`config.mk`:
```
export PLATFORM = sky130hd
export DESIGN_NAME = multi_slot_ring_queue
export DESIGN_NICKNAME = d
export VERILOG_FILES = /design/src/hdl/msrq_pkg.sv /design/src/hdl/multi_slot_ring_queue.sv /design/src/hdl/msrq_ram.sv
export SDC_FILE = /design/constraint.sdc
export NUM_CORES = 2
export LEC_CHECK = 0
export BUFFER_PORTS_ARGS = -buffer_cell sky130_fd_sc_hd__clkbuf_2
export CORE_MARGIN = 5
export CORE_UTILIZATION = 55
export DETAILED_ROUTE_END_ITERATION = 8
export PLACE_DENSITY_LB_ADDON = 0.2
export REMOVE_ABC_BUFFERS = 1
export SYNTH_ARGS = -nofsm -noshare
export SYNTH_HDL_FRONTEND = slang
export SYNTH_HIERARCHICAL = 1
export SYNTH_SLANG_ARGS = --single-unit
```
`constraint.sdc`:
```
create_clock -name clock -period 24.6 [get_ports clock]
set_input_delay 3.69 -clock clock [delete_from_list [all_inputs] [get_ports clock]]
set_output_delay 3.69 -clock clock [all_outputs]
set_load 0.1 [all_outputs]
```
`src/hdl/msrq_pkg.sv`:
```
// Shared types and constants for the multi-slot ring queue.
`default_nettype none
package msrq_pkg;

   // Operation codes carried in the low bits of the request beat
   typedef enum logic [2:0] {
      OP_ENQUEUE   = 3'd0,
      OP_DEQUEUE   = 3'd1,
      OP_PEEK      = 3'd2,
      OP_ADVANCE   = 3'd3,
      OP_CLEAR     = 3'd4,
      OP_CLEAR_ALL = 3'd5
   } op_type;

   localparam int OP_W        = 3;
   localparam int SLOT_FIELD_W = 3;
   localparam int DATA_W      = 64;

   // Request beat: op, slot, write_data from bit 0 up, padded to bytes
   localparam int REQ_OP_LSB   = 0;
   localparam int REQ_SLOT_LSB = REQ_OP_LSB + OP_W;
   localparam int REQ_DATA_LSB = REQ_SLOT_LSB + SLOT_FIELD_W;
   localparam int REQ_USED_W   = REQ_DATA_LSB + DATA_W;
   localparam int REQ_TDATA_W  = ((REQ_USED_W + 7) / 8) * 8;

   // Response beat: ok, read_data from bit 0 up, padded to bytes
   localparam int RSP_USED_W  = 1 + DATA_W;
   localparam int RSP_TDATA_W = ((RSP_USED_W + 7) / 8) * 8;
   localparam int RSP_PAD_W   = RSP_TDATA_W - RSP_USED_W;

endpackage
`default_nettype wire

```
`src/hdl/multi_slot_ring_queue.sv`:
```
// Top level of the multi-slot ring queue: pointer control, RAM and stream ports.
`default_nettype none
// One circular report queue per device slot. Every request beat carries an
// operation (enqueue, dequeue, peek, advance head, clear slot, clear all), a
// slot number and a report word, and yields exactly one response beat with an
// ok flag and the read report (zero unless a dequeue or peek succeeded). Each
// queue holds QUEUE_DEPTH-1 reports; one entry stays empty to tell full from
// empty. Head and tail indexes live in flip-flops, so clear-all empties every
// queue at once, and all reports share one RAM of SLOT_COUNT x QUEUE_DEPTH words
// (rounded up to powers of two) with a registered read. A request is taken every
// cycle while the response side keeps up: a response passes through the pending
// stage (RAM read), then the output register, and one further request may be
// taken while a response is stalled on rsp_tready. Report words are kept to
// their low REPORT_WIDTH bits. No initialization pass after reset.
module multi_slot_ring_queue #(
   parameter int SLOT_COUNT   = 4,
   parameter int QUEUE_DEPTH  = 16,
   parameter int REPORT_WIDTH = 64
) (
   input  wire logic                             clock,
   input  wire logic                             reset,
   // request: [2:0] op, [5:3] slot, [69:6] write_data, [71:70] zero
   input  wire logic                             req_tvalid,
   output logic                                  req_tready,
   input  wire logic [msrq_pkg::REQ_TDATA_W-1:0] req_tdata,
   // response: [0] ok, [64:1] read_data, [71:65] zero
   output logic                                  rsp_tvalid,
   input  wire logic                             rsp_tready,
   output logic      [msrq_pkg::RSP_TDATA_W-1:0] rsp_tdata
);

   localparam int IDX_W  = $clog2(QUEUE_DEPTH);
   localparam int SLOT_W = (SLOT_COUNT > 1) ? $clog2(SLOT_COUNT) : 1;
   localparam int ADDR_W = SLOT_W + IDX_W;
   localparam int RAM_DEPTH = 2 ** ADDR_W;
   localparam logic [IDX_W-1:0] LAST_IDX = IDX_W'(QUEUE_DEPTH - 1);

   // ---------------------------------------------------------------
   // Request fields
   // ---------------------------------------------------------------
   msrq_pkg::op_type                req_op;
   logic [msrq_pkg::SLOT_FIELD_W-1:0] req_slot;
   logic [REPORT_WIDTH-1:0]         req_report;
   logic [SLOT_W-1:0]               slot_idx;
   logic                            slot_ok;

   assign req_op     = msrq_pkg::op_type'(req_tdata[msrq_pkg::REQ_OP_LSB +: msrq_pkg::OP_W]);
   assign req_slot   = req_tdata[msrq_pkg::REQ_SLOT_LSB +: msrq_pkg::SLOT_FIELD_W];
   // drop report bits above REPORT_WIDTH
   assign req_report = req_tdata[msrq_pkg::REQ_DATA_LSB +: REPORT_WIDTH];
   assign slot_idx   = SLOT_W'(req_slot);
   assign slot_ok    = (int'(req_slot) < SLOT_COUNT);

   // ---------------------------------------------------------------
   // Pointer state, one head and one tail per slot
   // ---------------------------------------------------------------
   logic [IDX_W-1:0] head_ff [SLOT_COUNT];
   logic [IDX_W-1:0] tail_ff [SLOT_COUNT];
   logic [IDX_W-1:0] head_in [SLOT_COUNT];
   logic [IDX_W-1:0] tail_in [SLOT_COUNT];

   logic [IDX_W-1:0] cur_head;
   logic [IDX_W-1:0] cur_tail;
   logic [IDX_W-1:0] next_head;
   logic [IDX_W-1:0] next_tail;
   logic             q_empty;
   logic             q_full;

   assign cur_head  = slot_ok ? head_ff[slot_idx] : '0;
   assign cur_tail  = slot_ok ? tail_ff[slot_idx] : '0;
   assign next_head = (cur_head == LAST_IDX) ? '0 : cur_head + IDX_W'(1);
   assign next_tail = (cur_tail == LAST_IDX) ? '0 : cur_tail + IDX_W'(1);
   assign q_empty   = (cur_head == cur_tail);
   assign q_full    = (next_tail == cur_head);

   // ---------------------------------------------------------------
   // Pipeline: pending stage waits for RAM data, output register drives rsp
   // ---------------------------------------------------------------
   logic pend_valid_ff, pend_valid_in;
   logic pend_ok_ff,    pend_ok_in;
   logic pend_read_ff,  pend_read_in;
   logic rsp_valid_ff,  rsp_valid_in;
   logic rsp_ok_ff,     rsp_ok_in;
   logic [msrq_pkg::DATA_W-1:0] rsp_data_ff, rsp_data_in;

   logic rsp_load;
   logic req_fire;

   // move the pending beat out when the output register is free or draining
   assign rsp_load   = pend_valid_ff && (!rsp_valid_ff || rsp_tready);
   assign req_tready = !pend_valid_ff || rsp_load;
   assign req_fire   = req_tvalid && req_tready;

   // ---------------------------------------------------------------
   // RAM access
   // ---------------------------------------------------------------
   logic                    ram_wr_en;
   logic                    ram_rd_en;
   logic [ADDR_W-1:0]       ram_wr_addr;
   logic [ADDR_W-1:0]       ram_rd_addr;
   logic [REPORT_WIDTH-1:0] ram_rd_data;

   assign ram_wr_addr = {slot_idx, cur_tail};
   assign ram_rd_addr = {slot_idx, cur_head};

   msrq_ram #(
      .WIDTH (REPORT_WIDTH),
      .DEPTH (RAM_DEPTH)
   ) u_report_ram (
      .clock   (clock),
      .wr_en   (ram_wr_en),
      .wr_addr (ram_wr_addr),
      .wr_data (req_report),
      .rd_en   (ram_rd_en),
      .rd_addr (ram_rd_addr),
      .rd_data (ram_rd_data)
   );

   // ---------------------------------------------------------------
   // Operation decode: pointer updates, RAM strobes, ok flag
   // ---------------------------------------------------------------
   logic op_ok;
   logic op_read;

   always_comb begin
      head_in   = head_ff;
      tail_in   = tail_ff;
      ram_wr_en = 1'b0;
      ram_rd_en = 1'b0;
      op_ok     = 1'b0;
      op_read   = 1'b0;
      if (req_fire) begin
         case (req_op)
            msrq_pkg::OP_ENQUEUE: begin
               if (slot_ok && !q_full) begin
                  ram_wr_en         = 1'b1;
                  tail_in[slot_idx] = next_tail;
                  op_ok             = 1'b1;
               end
            end
            msrq_pkg::OP_DEQUEUE: begin
               if (slot_ok && !q_empty) begin
                  ram_rd_en         = 1'b1;
                  head_in[slot_idx] = next_head;
                  op_ok             = 1'b1;
                  op_read           = 1'b1;
               end
            end
            msrq_pkg::OP_PEEK: begin
               if (slot_ok && !q_empty) begin
                  ram_rd_en = 1'b1;
                  op_ok     = 1'b1;
                  op_read   = 1'b1;
               end
            end
            msrq_pkg::OP_ADVANCE: begin
               if (slot_ok && !q_empty) begin
                  head_in[slot_idx] = next_head;
                  op_ok             = 1'b1;
               end
            end
            msrq_pkg::OP_CLEAR: begin
               if (slot_ok) begin
                  head_in[slot_idx] = '0;
                  tail_in[slot_idx] = '0;
                  op_ok             = 1'b1;
               end
            end
            msrq_pkg::OP_CLEAR_ALL: begin
               for (int i = 0; i < SLOT_COUNT; i++) begin
                  head_in[i] = '0;
                  tail_in[i] = '0;
               end
               op_ok = 1'b1;
            end
            default: begin
               // undefined codes: refuse, change nothing
               op_ok = 1'b0;
            end
         endcase
      end
   end

   // ---------------------------------------------------------------
   // Next values of the pending stage and output register
   // ---------------------------------------------------------------
   always_comb begin
      pend_valid_in = pend_valid_ff;
      pend_ok_in    = pend_ok_ff;
      pend_read_in  = pend_read_ff;
      if (rsp_load) begin
         pend_valid_in = 1'b0;
      end
      if (req_fire) begin
         pend_valid_in = 1'b1;
         pend_ok_in    = op_ok;
         pend_read_in  = op_read;
      end

      rsp_valid_in = rsp_valid_ff;
      rsp_ok_in    = rsp_ok_ff;
      rsp_data_in  = rsp_data_ff;
      if (rsp_valid_ff && rsp_tready) begin
         rsp_valid_in = 1'b0;
      end
      if (rsp_load) begin
         rsp_valid_in = 1'b1;
         rsp_ok_in    = pend_ok_ff;
         // RAM data is valid only for a successful dequeue or peek
         rsp_data_in  = pend_read_ff ? msrq_pkg::DATA_W'(ram_rd_data) : '0;
      end
   end

   always_ff @(posedge clock) begin
      if (reset) begin
         for (int i = 0; i < SLOT_COUNT; i++) begin
            head_ff[i] <= '0;
            tail_ff[i] <= '0;
         end
         pend_valid_ff <= 1'b0;
         rsp_valid_ff  <= 1'b0;
      end else begin
         head_ff       <= head_in;
         tail_ff       <= tail_in;
         pend_valid_ff <= pend_valid_in;
         rsp_valid_ff  <= rsp_valid_in;
      end
      // payload, no reset needed
      pend_ok_ff   <= pend_ok_in;
      pend_read_ff <= pend_read_in;
      rsp_ok_ff    <= rsp_ok_in;
      rsp_data_ff  <= rsp_data_in;
   end

   assign rsp_tvalid = rsp_valid_ff;
   assign rsp_tdata  = {{msrq_pkg::RSP_PAD_W{1'b0}}, rsp_data_ff, rsp_ok_ff};

endmodule
`default_nettype wire

```
`src/hdl/msrq_ram.sv`:
```
// Generic single-clock RAM with one write port and one registered read port.
`default_nettype none
module msrq_ram #(
   parameter int WIDTH = 64,
   parameter int DEPTH = 64
) (
   input  wire logic                     clock,
   input  wire logic                     wr_en,
   input  wire logic [$clog2(DEPTH)-1:0] wr_addr,
   input  wire logic [WIDTH-1:0]         wr_data,
   input  wire logic                     rd_en,
   input  wire logic [$clog2(DEPTH)-1:0] rd_addr,
   output logic      [WIDTH-1:0]         rd_data
);

   logic [WIDTH-1:0] mem_ff [DEPTH];
   logic [WIDTH-1:0] rd_data_ff;

   always_ff @(posedge clock) begin
      if (wr_en) begin
         mem_ff[wr_addr] <= wr_data;
      end
      // hold read data until the next read
      if (rd_en) begin
         rd_data_ff <= mem_ff[rd_addr];
      end
   end

   assign rd_data = rd_data_ff;

endmodule
`default_nettype wire

```
==> results.sh <==
export IMPL_status="finished, final reports clean"
export IMPL_dp_cells=10900
export IMPL_criticalPathCategory="in2reg"
export IMPL_wl_met1_mm=157
export IMPL_antenna_found_initial=22
export IMPL_routed_wl_met2_mm=201
export IMPL_drive_gt1_share_pct=27.3
export IMPL_cp_cell_sequence="buf_4 > mux4_2 > nor2b_1 > ha_1 > nand2_1 > o22ai_1 > a21oi_1 > xnor2_1 > and4_4 > nor4b_2 > buf_4 > nor2b_1 > nand3_1 > nor2_4 > buf_4 > buf_4"
export IMPL_drtPass1Iterations=6
export IMPL_fin_crit_ps=9960
export IMPL_clock_latency_ps=980
export IMPL_slew_violations=0
export IMPL_vias=78700
export IMPL_die_x_um=552
export IMPL_dr_wl_met3_mm=43.3
export IMPL_syn2layout_area_growth_pct=12.1
export IMPL_yosys_warnings=6
export IMPL_rrSetupSlack_ps=17380
export IMPL_setup_ws_ps=14640
export IMPL_path_common_cell="buf_4"
export IMPL_cts_root_buf="clkbuf_16"
export IMPL_clockBufferDepth=4
export IMPL_pwr_share_seq_pct=55.1
export IMPL_max_freq_mhz=100
export IMPL_coreArea_mm2=0.293
export IMPL_postPlaceCellArea_mm2=0.168
export IMPL_dieArea_mm2=0.305
export IMPL_rsz0062_at_grt="no"
export IMPL_yosysUniqueCellTypes=61
export IMPL_die_h_um=552
export IMPL_setup_violations=0
export IMPL_netlist_area_mm2=0.161
export IMPL_synth_top_cell_by_area="edfxtp_1"
export IMPL_clock_power_share_pct=43.1
export IMPL_crit_arrival_ps=10510
export IMPL_fin_tns_setup_ps=0
export IMPL_dp_hpwl_mm=213
export IMPL_r2r_end="u_report_ram/mem_ff[14][44]"
export IMPL_synth_cells_most_frequent="4227 x edfxtp_1, 1031 x mux4_2, 174 x buf_2, 169 x a22oi_1, 152 x clkbuf_1"
export IMPL_drt_first_iter_violations=10400
export IMPL_cts_buffers_inserted=420
export IMPL_cts_resized=0
export IMPL_ys_async_sr_fraction_pct=0
export IMPL_crit_fanout=28
export IMPL_slowest_stage="nor2_4"
export IMPL_relSlewSlack_pct=4.53
export IMPL_routed_top_layer="met5"
export IMPL_power_internal_mw=11.6
export IMPL_grt_remaining_overflow=0
export IMPL_drtAntennaViolNets=0
export IMPL_worst_pin_slew_ps=1420
export IMPL_worst_hold_startpoint="pend_ok_ff"
export IMPL_cts_tree="built"
export IMPL_fp_row_count=199
export IMPL_fillCellCount=19600
export IMPL_crit_required_ps=25150
export IMPL_min_path_type="reg2reg"
export IMPL_fin_cells=11600
export IMPL_via_per_inst=6.76
export IMPL_grt_first_pass_wirelength_mm=590
export IMPL_dpl_worst_slack_ps=13820
export IMPL_cap_violations=0
export IMPL_wire_per_inst_um=35.9
export IMPL_p_sw_share_pct=20.2
export IMPL_hold_violations=0
export IMPL_irDropWorstVdd_uv=72.6
export IMPL_synth_edf_count=4227
export IMPL_syn_area_per_cell_um2=23.2
export IMPL_synth_yosys_seq_area_share_pct=79.0
export IMPL_grt_usage_pct=27.5
export IMPL_place_gp_congestion=0.768
export IMPL_synth_most_common_cell="edfxtp_1"
export IMPL_fin_util_pct=61.8
export IMPL_ctsHoldBuffers=0
export IMPL_finalCritPeriodShare_pct=40.5
export IMPL_grt_pass1_vias=78900
export IMPL_initial_core_util_pct=55.1
export IMPL_critPathLaunchType="input pin"
export IMPL_power_density_mw_per_mm2=80.2
export IMPL_wirelength_mm=417
export IMPL_yosysTopAreaCellShare_pct=78.6
export IMPL_clk_pin_slew_ps=60
export IMPL_min_path_cells=0
export IMPL_htreeDepth=5
export IMPL_grt_max_degree=114
export IMPL_leakagePower_nw=54.4
export IMPL_rr_worst_depth=15
export IMPL_nets=7431
export IMPL_synth_seq_cells=4261
export IMPL_end_kind="flip-flop"
export IMPL_ios=150
export IMPL_max_stage_delay_ps=1020
export IMPL_comb_power_share_pct=1.8
export IMPL_fin_skew_ps=83.9
export IMPL_switching_power_mw=2.93
export IMPL_synth_area_leaders="edfxtp_1 79%, mux4_2 14%, mux2i_1 0.86%, a22oi_1 0.79%, buf_2 0.54%"
export IMPL_worst_path_buf_inv=4
export IMPL_whs_endpoint="rsp_ok_ff"
export IMPL_port_buffers=140
export IMPL_cpLargestDelayFamily="simple AND/OR/NAND/NOR gates"
export IMPL_syn_inst=6964
export IMPL_postCtsSetupRepairBufs=0
export IMPL_final_area_mm2=0.181
export IMPL_drc=0
export IMPL_synthFlopType="edfxtp_1"
export IMPL_clock_sinks=4261
==> power by group through the flow <==
stage,registers [mW],logic [mW],clock network [mW]
4_1_cts,8.00,0.266,6.35
5_1_grt,7.99,0.282,6.67
3_5_place_dp,8.15,0.266,0
3_3_place_gp,8.15,0.255,0
6_report,8.00,0.264,6.26
2_1_floorplan,8.18,0.167,0
==> metal layers <==
metal	global-route usage, %	vias to the layer above
met2	43.6	4633
met4	8.92	6
met3	4.99	813
li1	-	30700
met5	0	-
met1	39.5	42500
==> layout by cell type, fill, tap and decap left out, types with 63 or more instances in the layout <==
| cell | synthesis | final |
|---|---|---|
| clkbuf_1 | 152 | 77 |
| and2_1 | 68 | 66 |
| clkinv_2 | 0 | 86 |
| a211oi_1 | 63 | 63 |
| nand2_1 | 78 | 76 |
| and3_1 | 67 | 66 |
| clkbuf_2 | 0 | 140 |
| clkinv_1 | 0 | 94 |
| buf_4 | 42 | 210 |
| mux4_2 | 1031 | 1031 |
| mux2i_1 | 138 | 138 |
| a22o_1 | 93 | 93 |
| clkbuf_16 | 0 | 423 |
| nor2_4 | 1 | 65 |
| edfxtp_1 | 4227 | 4227 |
| o22ai_1 | 91 | 91 |
| a22oi_1 | 169 | 169 |
==> cell type report <==
cell class	count	area (um2)	area share, %
Tap cell	3919	4900	2.71
Timing Repair Buffer	356	2410	1.33
Multi-Input combinational cell	2278	32400	17.9
Inverter	36	143	0.0788
Clock inverter	256	2570	1.42
Clock buffer	504	10900	6.03
Sequential cell	4261	128000	70.5
Antenna cell	18	45.0	0.0249
==> sequential cells by signal, indices dropped and copies added (netlist names), named ones only <==
register / cells
pend_ok_ff: 1
pend_read_ff: 1
pend_valid_ff: 1
rsp_data_ff: 64
rsp_ok_ff: 1
rsp_tvalid: 1
u_report_ram/mem_ff: 4096
u_report_ram/rd_data: 64
==> logic make-up after synthesis <==
family	share of synthesized area, %
xor+xnor	0.0806
mux	15.2
fa+ha+maj	0.0155
simple gates	1.70
flops	79.0
compound gates	2.67
other cells	0.00232
buf+inv	1.27
==> metrics by stage <==
step	power (mW)	hold WS, ps
2_1_floorplan	8.35	400
3_3_place_gp	8.40	413
3_5_place_dp	8.42	426
4_1_cts	14.6	441
5_1_grt	14.9	470
6_report	14.5	435
==> worst max path at each step <==
stage | start | to | slack [ps] | cells past startpoint
global route | req_tdata[3] | u_report_ram/rd_data[26] | 14390 | 12
CTS | req_tdata[3] | u_report_ram/mem_ff[14][57] | 14820 | 16
floorplan | req_tdata[5] | u_report_ram/rd_data[11] | -76790 | 5
detailed placement | req_tdata[3] | u_report_ram/rd_data[46] | 13820 | 12
finish | req_tdata[3] | u_report_ram/mem_ff[14][44] | 14640 | 16
global placement | req_tdata[3] | u_report_ram/rd_data[26] | 13790 | 12
Note: power is estimated with default switching activity, not from simulation.
